`config.mk`:
```
export PLATFORM = sky130hd
export DESIGN_NAME = pwm_heartbeat_monitor_flat
export DESIGN_NICKNAME = d
export VERILOG_FILES = /design/src/phm_pkg.sv /design/src/phm_if.sv /design/src/phm_div.sv /design/src/pwm_heartbeat_monitor.sv /design/src/flat_wrapper.sv
export VERILOG_INCLUDE_DIRS = /design/src /design/src/src
export SDC_FILE = /design/constraint.sdc
export NUM_CORES = 1
export LEC_CHECK = 0
export BUFFER_PORTS_ARGS = -buffer_cell sky130_fd_sc_hd__buf_2
export CAP_MARGIN = 10
export CORE_MARGIN = 4
export CORE_UTILIZATION = 42
export CTS_BUF_LIST = sky130_fd_sc_hd__clkbuf_4
export CTS_CLUSTER_SIZE = 30
export DETAILED_ROUTE_END_ITERATION = 16
export MAX_ROUTING_LAYER = met4
export SETUP_SLACK_MARGIN = 0.1
export SLEW_MARGIN = 20
export SYNTH_ARGS = -nofsm -noshare
export SYNTH_HDL_FRONTEND = slang
export SYNTH_SLANG_ARGS = --single-unit
```
`constraint.sdc`:
```
create_clock -name clk -period 6 [get_ports clk]
set_input_delay 0.6 -clock clk [delete_from_list [all_inputs] [get_ports clk]]
set_output_delay 0.6 -clock clk [all_outputs]
set_load 0.1 [all_outputs]
```
`src/pwm_heartbeat_monitor_defines.svh`:
```
// Assertion macros for the heartbeat monitor.
// Define NO_ASSERTIONS to compile them out.
`ifndef PWM_HEARTBEAT_MONITOR_DEFINES_SVH
`define PWM_HEARTBEAT_MONITOR_DEFINES_SVH

`ifndef NO_ASSERTIONS
`define PHM_ASSERT_NOW(label, clk, rst, ante, cons) \
  label: assert property (@(posedge clk) disable iff (rst) (ante) |-> (cons)) \
    else $error("phm: same-cycle check failed");
`define PHM_ASSERT_NEXT(label, clk, rst, ante, cons) \
  label: assert property (@(posedge clk) disable iff (rst) (ante) |=> (cons)) \
    else $error("phm: next-cycle check failed");
`else
`define PHM_ASSERT_NOW(label, clk, rst, ante, cons)
`define PHM_ASSERT_NEXT(label, clk, rst, ante, cons)
`endif

`endif

```
`src/phm_pkg.sv`:
```
package phm_pkg;

  localparam int OUT_W      = 16;
  localparam int CLK_W      = 8;
  localparam int CFG_W      = 16;
  localparam int US_PER_S   = 1000000;
  localparam int MS_SCALE   = 1000;
  // clock_mhz * 1e6 fits in 28 bits, clock_mhz * 1000 in 18 bits
  localparam int FREQ_NUM_W = 28;
  localparam int HIGH_DEN_W = 18;
  localparam int ADDR_W     = 5;
  localparam int APB_W      = 32;

  localparam logic [CLK_W-1:0] CLOCK_MHZ_RST     = 8'd100;
  localparam logic [CFG_W-1:0] FREQ_MIN_RST      = 16'd0;
  localparam logic [CFG_W-1:0] FREQ_MAX_RST      = 16'd65535;
  localparam logic [CFG_W-1:0] HIGH_MIN_RST      = 16'd0;
  localparam logic [CFG_W-1:0] HIGH_MAX_RST      = 16'd65535;
  localparam logic [CFG_W-1:0] MISS_LIMIT_RST    = 16'd10;
  localparam logic [CFG_W-1:0] STARTUP_BEGIN_RST = 16'd10;
  localparam logic [CFG_W-1:0] STARTUP_END_RST   = 16'd100;

  typedef enum logic [2:0] {
    DET_INIT,
    DET_STARTUP,
    DET_STARTUP_ERR,
    DET_RUNNING,
    DET_RUNNING_ERR
  } det_state_t;

  typedef enum logic [2:0] {
    REG_CLOCK_MHZ,
    REG_FREQ_MIN_HZ,
    REG_FREQ_MAX_HZ,
    REG_HIGH_MIN_MS,
    REG_HIGH_MAX_MS,
    REG_MISS_LIMIT,
    REG_STARTUP_BEGIN,
    REG_STARTUP_END
  } cfg_reg_t;

  typedef enum logic [1:0] {
    S_IDLE,
    S_DIV,
    S_DONE
  } ctl_state_t;

endpackage

```
`src/phm_if.sv`:
```
interface phm_in_if #(
  parameter int TIMER_WIDTH = 24
);
  logic                   valid;
  logic                   ready;
  logic [TIMER_WIDTH-1:0] period_time;
  logic [TIMER_WIDTH-1:0] active_time;
  logic                   partner_powered;

  modport source (output valid, output period_time, output active_time,
                  output partner_powered, input ready);
  modport sink   (input valid, input period_time, input active_time,
                  input partner_powered, output ready);
endinterface

interface phm_out_if;
  logic                            valid;
  logic                            ready;
  phm_pkg::det_state_t             det_state;
  logic [phm_pkg::OUT_W-1:0]       frequency_hz;
  logic [phm_pkg::OUT_W-1:0]       high_time_ms;
  logic                            signal_ok;

  modport source (output valid, output det_state, output frequency_hz,
                  output high_time_ms, output signal_ok, input ready);
  modport sink   (input valid, input det_state, input frequency_hz,
                  input high_time_ms, input signal_ok, output ready);
endinterface

```
`src/phm_div.sv`:
```
// Restoring divider, one quotient bit per cycle, quotient saturated to OUT_W bits.
module phm_div #(
  parameter int NUM_W = 28,
  parameter int DEN_W = 24
) (
  input  logic                      clk,
  input  logic                      rst,
  input  logic                      start,
  input  logic [NUM_W-1:0]          num,
  input  logic [DEN_W-1:0]          den,
  output logic                      done,
  output logic [phm_pkg::OUT_W-1:0] quo
);

  localparam int CNT_W = $clog2(NUM_W + 1);

  logic [CNT_W-1:0]          cnt;
  logic [NUM_W-1:0]          num_sr;
  logic [DEN_W-1:0]          den_q;
  logic [DEN_W-1:0]          rem;
  logic [phm_pkg::OUT_W-1:0] q;
  logic                      ovf;

  logic [DEN_W:0]   rem_sh;
  logic             ge;
  logic [DEN_W-1:0] rem_next;

  always_comb begin
    rem_sh   = {rem, num_sr[NUM_W-1]};
    ge       = rem_sh >= {1'b0, den_q};
    rem_next = ge ? DEN_W'(rem_sh - {1'b0, den_q}) : rem_sh[DEN_W-1:0];
  end

  always_ff @(posedge clk) begin
    if (rst) begin
      cnt <= '0;
    end else if (start) begin
      cnt <= CNT_W'(NUM_W);
    end else if (cnt != '0) begin
      cnt <= cnt - 1'b1;
    end
  end

  always_ff @(posedge clk) begin
    if (start) begin
      num_sr <= num;
      den_q  <= den;
      rem    <= '0;
      q      <= '0;
      ovf    <= 1'b0;
    end else if (cnt != '0) begin
      num_sr <= {num_sr[NUM_W-2:0], 1'b0};
      rem    <= rem_next;
      // a one leaving the top of q means the quotient no longer fits
      ovf    <= ovf | q[phm_pkg::OUT_W-1];
      q      <= {q[phm_pkg::OUT_W-2:0], ge};
    end
  end

  assign done = (cnt == '0);
  assign quo  = ovf ? '1 : q;

endmodule

```
`src/pwm_heartbeat_monitor.sv`:
```
// Channel  | Dir | Beat contents
// ---------+-----+------------------------------------------------
// tick     | in  | period_time, active_time, partner_powered
// result   | out | det_state, frequency_hz, high_time_ms, signal_ok
// APB      | in  | register writes at 4*index, reads return value
//
// A tick is taken only in idle; its result beat is loaded once two bit-serial dividers,
// run side by side for 28 and TIMER_WIDTH steps, have both finished. The next tick is
// taken only after that load, when the block is back in idle.
// A finished beat waits in the output register while the next tick runs; a result that
// finds it still full holds until the sink takes the old beat.
// rst (synchronous) restores register defaults and clears all tick state.
`include "pwm_heartbeat_monitor_defines.svh"

module pwm_heartbeat_monitor #(
  parameter int TIMER_WIDTH = 24,
  parameter int COUNT_WIDTH = 16
) (
  input  logic                        clk,
  input  logic                        rst,
  phm_in_if.sink                      tick,
  phm_out_if.source                   result,
  input  logic                        psel,
  input  logic                        penable,
  input  logic                        pwrite,
  input  logic [phm_pkg::ADDR_W-1:0]  paddr,
  input  logic [phm_pkg::APB_W-1:0]   pwdata,
  output logic [phm_pkg::APB_W-1:0]   prdata,
  output logic                        pready
);

  localparam int CMP_W = (COUNT_WIDTH > phm_pkg::CFG_W) ? COUNT_WIDTH : phm_pkg::CFG_W;
  localparam logic [COUNT_WIDTH-1:0] COUNT_MAX = '1;

  // configuration registers
  logic [phm_pkg::CLK_W-1:0] clock_mhz;
  logic [phm_pkg::CFG_W-1:0] freq_min_hz;
  logic [phm_pkg::CFG_W-1:0] freq_max_hz;
  logic [phm_pkg::CFG_W-1:0] high_min_ms;
  logic [phm_pkg::CFG_W-1:0] high_max_ms;
  logic [phm_pkg::CFG_W-1:0] miss_limit_ticks;
  logic [phm_pkg::CFG_W-1:0] startup_begin_ticks;
  logic [phm_pkg::CFG_W-1:0] startup_end_ticks;

  logic              cfg_wr;
  phm_pkg::cfg_reg_t cfg_sel;

  assign pready  = 1'b1;
  assign cfg_wr  = psel && penable && pwrite;
  assign cfg_sel = phm_pkg::cfg_reg_t'(paddr[phm_pkg::ADDR_W-1:2]);

  always_ff @(posedge clk) begin
    if (rst) begin
      clock_mhz           <= phm_pkg::CLOCK_MHZ_RST;
      freq_min_hz         <= phm_pkg::FREQ_MIN_RST;
      freq_max_hz         <= phm_pkg::FREQ_MAX_RST;
      high_min_ms         <= phm_pkg::HIGH_MIN_RST;
      high_max_ms         <= phm_pkg::HIGH_MAX_RST;
      miss_limit_ticks    <= phm_pkg::MISS_LIMIT_RST;
      startup_begin_ticks <= phm_pkg::STARTUP_BEGIN_RST;
      startup_end_ticks   <= phm_pkg::STARTUP_END_RST;
    end else if (cfg_wr) begin
      case (cfg_sel)
        phm_pkg::REG_CLOCK_MHZ:     clock_mhz           <= pwdata[phm_pkg::CLK_W-1:0];
        phm_pkg::REG_FREQ_MIN_HZ:   freq_min_hz         <= pwdata[phm_pkg::CFG_W-1:0];
        phm_pkg::REG_FREQ_MAX_HZ:   freq_max_hz         <= pwdata[phm_pkg::CFG_W-1:0];
        phm_pkg::REG_HIGH_MIN_MS:   high_min_ms         <= pwdata[phm_pkg::CFG_W-1:0];
        phm_pkg::REG_HIGH_MAX_MS:   high_max_ms         <= pwdata[phm_pkg::CFG_W-1:0];
        phm_pkg::REG_MISS_LIMIT:    miss_limit_ticks    <= pwdata[phm_pkg::CFG_W-1:0];
        phm_pkg::REG_STARTUP_BEGIN: startup_begin_ticks <= pwdata[phm_pkg::CFG_W-1:0];
        phm_pkg::REG_STARTUP_END:   startup_end_ticks   <= pwdata[phm_pkg::CFG_W-1:0];
        default: ;
      endcase
    end
  end

  always_comb begin
    case (cfg_sel)
      phm_pkg::REG_CLOCK_MHZ:     prdata = phm_pkg::APB_W'(clock_mhz);
      phm_pkg::REG_FREQ_MIN_HZ:   prdata = phm_pkg::APB_W'(freq_min_hz);
      phm_pkg::REG_FREQ_MAX_HZ:   prdata = phm_pkg::APB_W'(freq_max_hz);
      phm_pkg::REG_HIGH_MIN_MS:   prdata = phm_pkg::APB_W'(high_min_ms);
      phm_pkg::REG_HIGH_MAX_MS:   prdata = phm_pkg::APB_W'(high_max_ms);
      phm_pkg::REG_MISS_LIMIT:    prdata = phm_pkg::APB_W'(miss_limit_ticks);
      phm_pkg::REG_STARTUP_BEGIN: prdata = phm_pkg::APB_W'(startup_begin_ticks);
      phm_pkg::REG_STARTUP_END:   prdata = phm_pkg::APB_W'(startup_end_ticks);
      default:                    prdata = '0;
    endcase
  end

  // control
  phm_pkg::ctl_state_t state, state_next;
  logic tick_acc;
  logic out_load;
  logic f_done, h_done;
  logic in_div;

  assign tick_acc = tick.valid && tick.ready;
  assign in_div   = (state == phm_pkg::S_DIV);

  always_ff @(posedge clk) begin
    if (rst) begin
      state <= phm_pkg::S_IDLE;
    end else begin
      state <= state_next;
    end
  end

  always_comb begin
    state_next = state;
    tick.ready = 1'b0;
    out_load   = 1'b0;
    case (state)
      phm_pkg::S_IDLE: begin
        tick.ready = 1'b1;
        if (tick.valid) state_next = phm_pkg::S_DIV;
      end
      phm_pkg::S_DIV: begin
        if (f_done && h_done) state_next = phm_pkg::S_DONE;
      end
      phm_pkg::S_DONE: begin
        // wait for room in the output register
        if (!result.valid || result.ready) begin
          out_load   = 1'b1;
          state_next = phm_pkg::S_IDLE;
        end
      end
      default: state_next = phm_pkg::S_IDLE;
    endcase
  end

  // tick capture
  logic powered;
  logic zero_in;

  always_ff @(posedge clk) begin
    if (tick_acc) begin
      powered <= tick.partner_powered;
      zero_in <= (tick.period_time == '0) || (tick.active_time == '0) ||
                 (clock_mhz == '0);
    end
  end

  // dividers
  logic [phm_pkg::FREQ_NUM_W-1:0] f_num;
  logic [phm_pkg::HIGH_DEN_W-1:0] h_den;
  logic [phm_pkg::OUT_W-1:0]      f_quo, h_quo;

  assign f_num = phm_pkg::FREQ_NUM_W'(clock_mhz) * phm_pkg::FREQ_NUM_W'(phm_pkg::US_PER_S);
  assign h_den = phm_pkg::HIGH_DEN_W'(clock_mhz) * phm_pkg::HIGH_DEN_W'(phm_pkg::MS_SCALE);

  phm_div #(
    .NUM_W (phm_pkg::FREQ_NUM_W),
    .DEN_W (TIMER_WIDTH)
  ) u_freq_div (
    .clk   (clk),
    .rst   (rst),
    .start (tick_acc),
    .num   (f_num),
    .den   (tick.period_time),
    .done  (f_done),
    .quo   (f_quo)
  );

  // active / mhz / 1000 equals active / (mhz * 1000) in integer division
  phm_div #(
    .NUM_W (TIMER_WIDTH),
    .DEN_W (phm_pkg::HIGH_DEN_W)
  ) u_high_div (
    .clk   (clk),
    .rst   (rst),
    .start (tick_acc),
    .num   (tick.active_time),
    .den   (h_den),
    .done  (h_done),
    .quo   (h_quo)
  );

  // tick state
  logic                   was_powered;
  logic                   startup_active;
  logic [COUNT_WIDTH-1:0] miss_count;
  logic [COUNT_WIDTH-1:0] phase_count;

  logic                      startup_active_next;
  logic [COUNT_WIDTH-1:0]    miss_count_next;
  logic [COUNT_WIDTH-1:0]    phase_count_next;
  logic [COUNT_WIDTH-1:0]    phase_inc;
  logic [phm_pkg::OUT_W-1:0] freq, high;
  logic                      tick_valid;
  logic                      sig_ok;
  phm_pkg::det_state_t       det_next;

  always_comb begin
    if (!was_powered && powered) begin
      startup_active_next = 1'b1;
    end else if (!powered) begin
      startup_active_next = 1'b0;
    end else begin
      startup_active_next = startup_active;
    end

    freq = zero_in ? '0 : f_quo;
    high = zero_in ? '0 : h_quo;

    tick_valid = (freq >= freq_min_hz) && (freq <= freq_max_hz) &&
                 (high >= high_min_ms) && (high <= high_max_ms);

    if (tick_valid) begin
      miss_count_next = '0;
    end else if (miss_count != COUNT_MAX) begin
      miss_count_next = miss_count + 1'b1;
    end else begin
      miss_count_next = miss_count;
    end
    sig_ok = !(CMP_W'(miss_count_next) > CMP_W'(miss_limit_ticks));

    phase_inc = (phase_count != COUNT_MAX) ? phase_count + 1'b1 : phase_count;
    if (!startup_active_next) begin
      phase_count_next = '0;
      det_next         = phm_pkg::DET_INIT;
    end else if (CMP_W'(phase_inc) < CMP_W'(startup_begin_ticks)) begin
      phase_count_next = phase_inc;
      det_next         = phm_pkg::DET_INIT;
    end else if (CMP_W'(phase_inc) > CMP_W'(startup_end_ticks)) begin
      // clamp at the end of startup
      phase_count_next = COUNT_WIDTH'(startup_end_ticks);
      det_next         = sig_ok ? phm_pkg::DET_RUNNING : phm_pkg::DET_RUNNING_ERR;
    end else begin
      phase_count_next = phase_inc;
      det_next         = sig_ok ? phm_pkg::DET_STARTUP : phm_pkg::DET_STARTUP_ERR;
    end
  end

  always_ff @(posedge clk) begin
    if (rst) begin
      was_powered    <= 1'b0;
      startup_active <= 1'b0;
      miss_count     <= '0;
      phase_count    <= '0;
    end else if (out_load) begin
      was_powered    <= powered;
      startup_active <= startup_active_next;
      miss_count     <= miss_count_next;
      phase_count    <= phase_count_next;
    end
  end

  // output register
  always_ff @(posedge clk) begin
    if (rst) begin
      result.valid <= 1'b0;
    end else if (out_load) begin
      result.valid <= 1'b1;
    end else if (result.ready) begin
      result.valid <= 1'b0;
    end
  end

  always_ff @(posedge clk) begin
    if (out_load) begin
      result.det_state    <= det_next;
      result.frequency_hz <= freq;
      result.high_time_ms <= high;
      result.signal_ok    <= sig_ok;
    end
  end

  `PHM_ASSERT_NEXT(a_accept_starts_div, clk, rst, tick_acc, in_div && !f_done && !h_done)
  `PHM_ASSERT_NEXT(a_div_finishes, clk, rst, in_div && f_done && h_done, state == phm_pkg::S_DONE)
  `PHM_ASSERT_NOW(a_phase_idle, clk, rst, !startup_active, phase_count == '0)
  `PHM_ASSERT_NEXT(a_load_shows_beat, clk, rst, out_load, result.valid && (state == phm_pkg::S_IDLE))

endmodule

```
`src/flat_wrapper.sv`:
```
// flat-port wrapper written by rule: the top's interface ports become plain ports
module pwm_heartbeat_monitor_flat 
#(
  parameter int TIMER_WIDTH = 24,
  parameter int COUNT_WIDTH = 16
)
  (clk, rst, psel, penable, pwrite, paddr, pwdata, prdata, pready, tick_valid, tick_period_time, tick_active_time, tick_partner_powered, tick_ready, result_valid, result_det_state, result_frequency_hz, result_high_time_ms, result_signal_ok, result_ready);
  phm_in_if #(.TIMER_WIDTH(TIMER_WIDTH)) tick_i ();
  phm_out_if result_i ();
  input  logic clk;
  input  logic rst;
  input  logic psel;
  input  logic penable;
  input  logic pwrite;
  input  logic [phm_pkg::ADDR_W-1:0] paddr;
  input  logic [phm_pkg::APB_W-1:0] pwdata;
  output logic [phm_pkg::APB_W-1:0] prdata;
  output logic pready;
  input wire logic [$bits(tick_i.valid)-1:0] tick_valid;
  input wire logic [$bits(tick_i.period_time)-1:0] tick_period_time;
  input wire logic [$bits(tick_i.active_time)-1:0] tick_active_time;
  input wire logic [$bits(tick_i.partner_powered)-1:0] tick_partner_powered;
  output wire logic [$bits(tick_i.ready)-1:0] tick_ready;
  output wire logic [$bits(result_i.valid)-1:0] result_valid;
  output wire logic [$bits(result_i.det_state)-1:0] result_det_state;
  output wire logic [$bits(result_i.frequency_hz)-1:0] result_frequency_hz;
  output wire logic [$bits(result_i.high_time_ms)-1:0] result_high_time_ms;
  output wire logic [$bits(result_i.signal_ok)-1:0] result_signal_ok;
  input wire logic [$bits(result_i.ready)-1:0] result_ready;
  assign tick_i.valid = tick_valid;
  assign tick_i.period_time = tick_period_time;
  assign tick_i.active_time = tick_active_time;
  assign tick_i.partner_powered = tick_partner_powered;
  assign tick_ready = tick_i.ready;
  assign result_valid = result_i.valid;
  assign result_det_state = result_i.det_state;
  assign result_frequency_hz = result_i.frequency_hz;
  assign result_high_time_ms = result_i.high_time_ms;
  assign result_signal_ok = result_i.signal_ok;
  assign result_i.ready = result_ready;
  pwm_heartbeat_monitor #(.TIMER_WIDTH(TIMER_WIDTH), .COUNT_WIDTH(COUNT_WIDTH)) u_core (.clk(clk), .rst(rst), .tick(tick_i), .result(result_i), .psel(psel), .penable(penable), .pwrite(pwrite), .paddr(paddr), .pwdata(pwdata), .prdata(prdata), .pready(pready));
endmodule
```
==> flow_metrics.tcl <==
set metrics [dict create \
    status "completed" \
    leakagePower_nw 11.28 \
    root_buffer "clkbuf_4" \
    drt_iter0_markers 1624 \
    dpl.hpwl_um 46160 \
    vdd_drop_max_uv 152.5 \
    dr.pass1.iters 6 \
    gp_congestion 0.9190 \
    grt_remaining_overflow 0 \
    clk_pin_slew_ns 0.06 \
    antenna_found_initial 3 \
    die_y_um 242.4 \
    maxSlewHeadroom_pct 33.90 \
    cts_tree "built" \
    insertion_delay_ns 0.88 \
    ff2ff_path_depth 20 \
    drv_cap 0 \
    start_util_pct 42.61 \
    skew_ns 0.06764 \
    io_buffers 128 \
    synth_top_cell_by_area "dfxtp_1" \
    syn2layout_area_growth_pct 13.04 \
    synth_top_area_share_pct 21.09 \
    final-setup-viol-count 0 \
    wl_per_cell_um 17.43 \
    grt_pass1_vias 19048 \
    crit_type "flop to flop" \
    io-pin-count 164 \
    dieWidth_um 242.4 \
    vias 19793 \
    syn_area_per_cell_um2 8.528 \
    fillers 5165 \
    finalNetCount 3258 \
    power.density_mw_per_mm2 307.0 \
    dieArea_mm2 0.05874 \
    drc_errors 0 \
    synth.area.top_cells "dfxtp_1 (21%), edfxtp_1 (16%), ha_1 (13%), nand2_1 (6.9%), a21oi_1 (5.4%)" \
    period_needed_ns 5.182 \
    synthesis.area_mm2 0.02307 \
    synth_common_cells "nand2_1 (426), a21oi_1 (247), dfxtp_1 (243), ha_1 (243)" \
    cts_resized 0 \
    cp-end-kind "flop" \
    worstPathRequired_ns 6.63 \
    crit_arrival_ns 5.81 \
    grt_util_met2_pct 32.52 \
    worstSetupStartpoint "u_core.zero_in" \
    async_flop_share_pct 0 \
    met1_usage_pct 29.68 \
    core_area_mm2 0.05413 \
    fin_util_pct 48.17 \
    fin_crit_sh_pct 86.36 \
    ys_ff_latch 366 \
    hold_viol_final 0 \
    yosysMostFrequentCell "nand2_1" \
    fmax_mhz 193.0 \
    synth_cell_types 80 \
    routed_wl_um 63860 \
    yosys_warnings 0 \
    hold_depth 3 \
    drv_slew 0 \
    r2r_setup_slack_ns 0.82 \
    r2r_start "u_core.zero_in" \
    rows 85 \
    fin_setup_tns_ns 0 \
    min_path_type "input port to flop" \
    synth_edf_count 123 \
    postCtsSetupRepairBufs 0 \
    critPathMaxFanout 29 \
    vias_per_cell 5.402 \
    cts_htree_levels 3 \
    grt_busiest_layer "met2" \
    track_usage_pct 21.81 \
    crit_path_start_kind "flop" \
    cts_buffers 101 \
    ys_seq_area_share_pct 37.10 \
    rsz0062_at_grt "no" \
    postRouteAntennaNets 0 \
    hp-start "pwdata[6]" \
    grt_pass1_wl_um 101700 \
    holdPathEnd "u_core.high_min_ms[6]" \
    grt_max_degree 73 \
    syn_inst 2705 \
    drive_gt1_share_pct 11.95 \
    ys.flop_type "dfxtp_1" \
    tightest_slew_ns 0.9915 \
    clockBufferDepth 3 \
    r2r_end "u_core.result.det_state[1]" \
    grt_use_met3_pct 4.483 \
    numClockSinks 366 \
]
-- cells in the final DEF, fill, tap and decap left out, drive strengths merged, types with 8 or more instances in the layout --
cell         count
mux2i           36
o21a            21
o221ai          10
clkinv          26
o31ai           12
nor4            23
nor3            43
edfxtp         123
buf            154
and3            13
nand2b          13
or2             14
nand2          426
a211oi          15
conb            17
ha             243
dlygate4sd3     50
o21ai          134
or3              8
xor2            35
nor2           240
a21oi          247
nand3           43
a31oi           18
xnor2           46
o21bai           9
clkbuf         152
a221oi          14
nor2b           25
fa              38
a211o           46
dfxtp          243
inv            242
nand4           32
a21o            37
-- critical path: stages (launching register included) --
cell and delay [ns]:
edfxtp_1 1.00, nor2_1 0.26, ha_1 0.38, a21o_1 0.18, a21o_1 0.17, a211oi_1 0.30
o22ai_1 0.11, a31oi_1 0.15, o211a_1 0.59, nor2_1 0.12, ha_1 0.34, a21oi_1 0.13
nor2b_1 0.05, o21ai_0 0.13, a21boi_0 0.10, o211ai_1 0.20, a211oi_1 0.10, o21ai_0 0.29
buf_4 0.20, xnor2_1 0.11, nor2_1 0.05
-- final cells by class --
cell class / instances / area (um2) / share of cell area, %
Timing Repair Buffer: 204 / 1339 / 5.134
Antenna cell: 6 / 15.01 / 0.05758
Multi-Input combinational cell: 1970 / 13090 / 50.21
Clock buffer: 152 / 1141 / 4.376
Tap cell: 696 / 870.8 / 3.340
Sequential cell: 366 / 8558 / 32.82
Clock inverter: 29 / 152.6 / 0.5854
Inverter: 241 / 907.1 / 3.479
-- worst max-delay path by stage --
stage / end / slack (ns) / cells past startpoint
2_1_floorplan: prdata[14] / 0.86 / 3
3_3_place_gp: u_core.result.det_state[1] / 0.82 / 20
3_5_place_dp: u_core.result.det_state[1] / 0.82 / 20
4_1_cts: u_core.result.det_state[1] / 0.83 / 20
5_1_grt: u_core.result.det_state[1] / 0.40 / 21
6_report: u_core.result.det_state[1] / 0.82 / 20
-- registers in the layout (all words and copies together) (netlist names), 16 cells and up --
signal	cells
u_core.high_max_ms	16
u_core.startup_begin_ticks	16
u_core.miss_limit_ticks	16
u_core.u_freq_div.rem	24
u_core.u_high_div.q	16
u_core.miss_count	16
u_core.u_high_div.num_sr	24
u_core.phase_count	16
u_core.high_min_ms	16
u_core.result.frequency_hz	16
u_core.freq_max_hz	16
u_core.u_freq_div.den_q	24
u_core.u_high_div.rem	18
u_core.freq_min_hz	16
u_core.result.high_time_ms	16
u_core.u_freq_div.q	16
u_core.u_freq_div.num_sr	22
u_core.startup_end_ticks	16
-- metal layers --
layer	vias to the layer above	wire (um)
li1	9783	-
met1	9263	29820
met2	604	27830
met3	143	4237
met4	0	1969
met5	-	0
-- per-stage QoR --
step                hold WS (ns)  setup WS, ns  instances  cell area (um2)  power, W
floorplan                 0.4363        0.8625       2720            23120  0.005119
global placement          0.4412        0.8220       3427            24250  0.005620
detailed placement        0.4465        0.8216       3427            24260  0.005702
CTS                     0.001240        0.8327       3658            26050  0.008080
global route            0.005364        0.4003       3664            26080  0.008565
finish                   0.07359        0.8182       3664            26080  0.008005
-- logic make-up after synthesis --
kind of cell / count (synthesis) / synth area share (%)
multiplexers: 44 / 2.197
XOR/XNOR: 81 / 3.076
flip-flops: 366 / 37.10
buffers and inverters: 384 / 6.628
other: 2 / 0.03256
AND/OR/NAND/NOR: 913 / 17.36
adder cells (fa/ha/maj): 282 / 16.52
AO/OA/AOI/OAI: 633 / 17.09
-- timing repair --
action                     4_1_cts  5_1_grt
setup endpoints to repair        0        0
hold buffers                    50        0
hold endpoints to repair        51        0
-- power breakdown --
part	total [W]	internal (W)	leakage, nW	switching [W]
Clock	0.00231	0.00120	0.768	0.00111
Combinational	0.00253	0.000925	7.32	0.00160
Sequential	0.00317	0.00298	3.19	0.000188
Total	0.00800	0.00510	11.3	0.00291
Note: power is estimated with default switching activity, not from simulation.
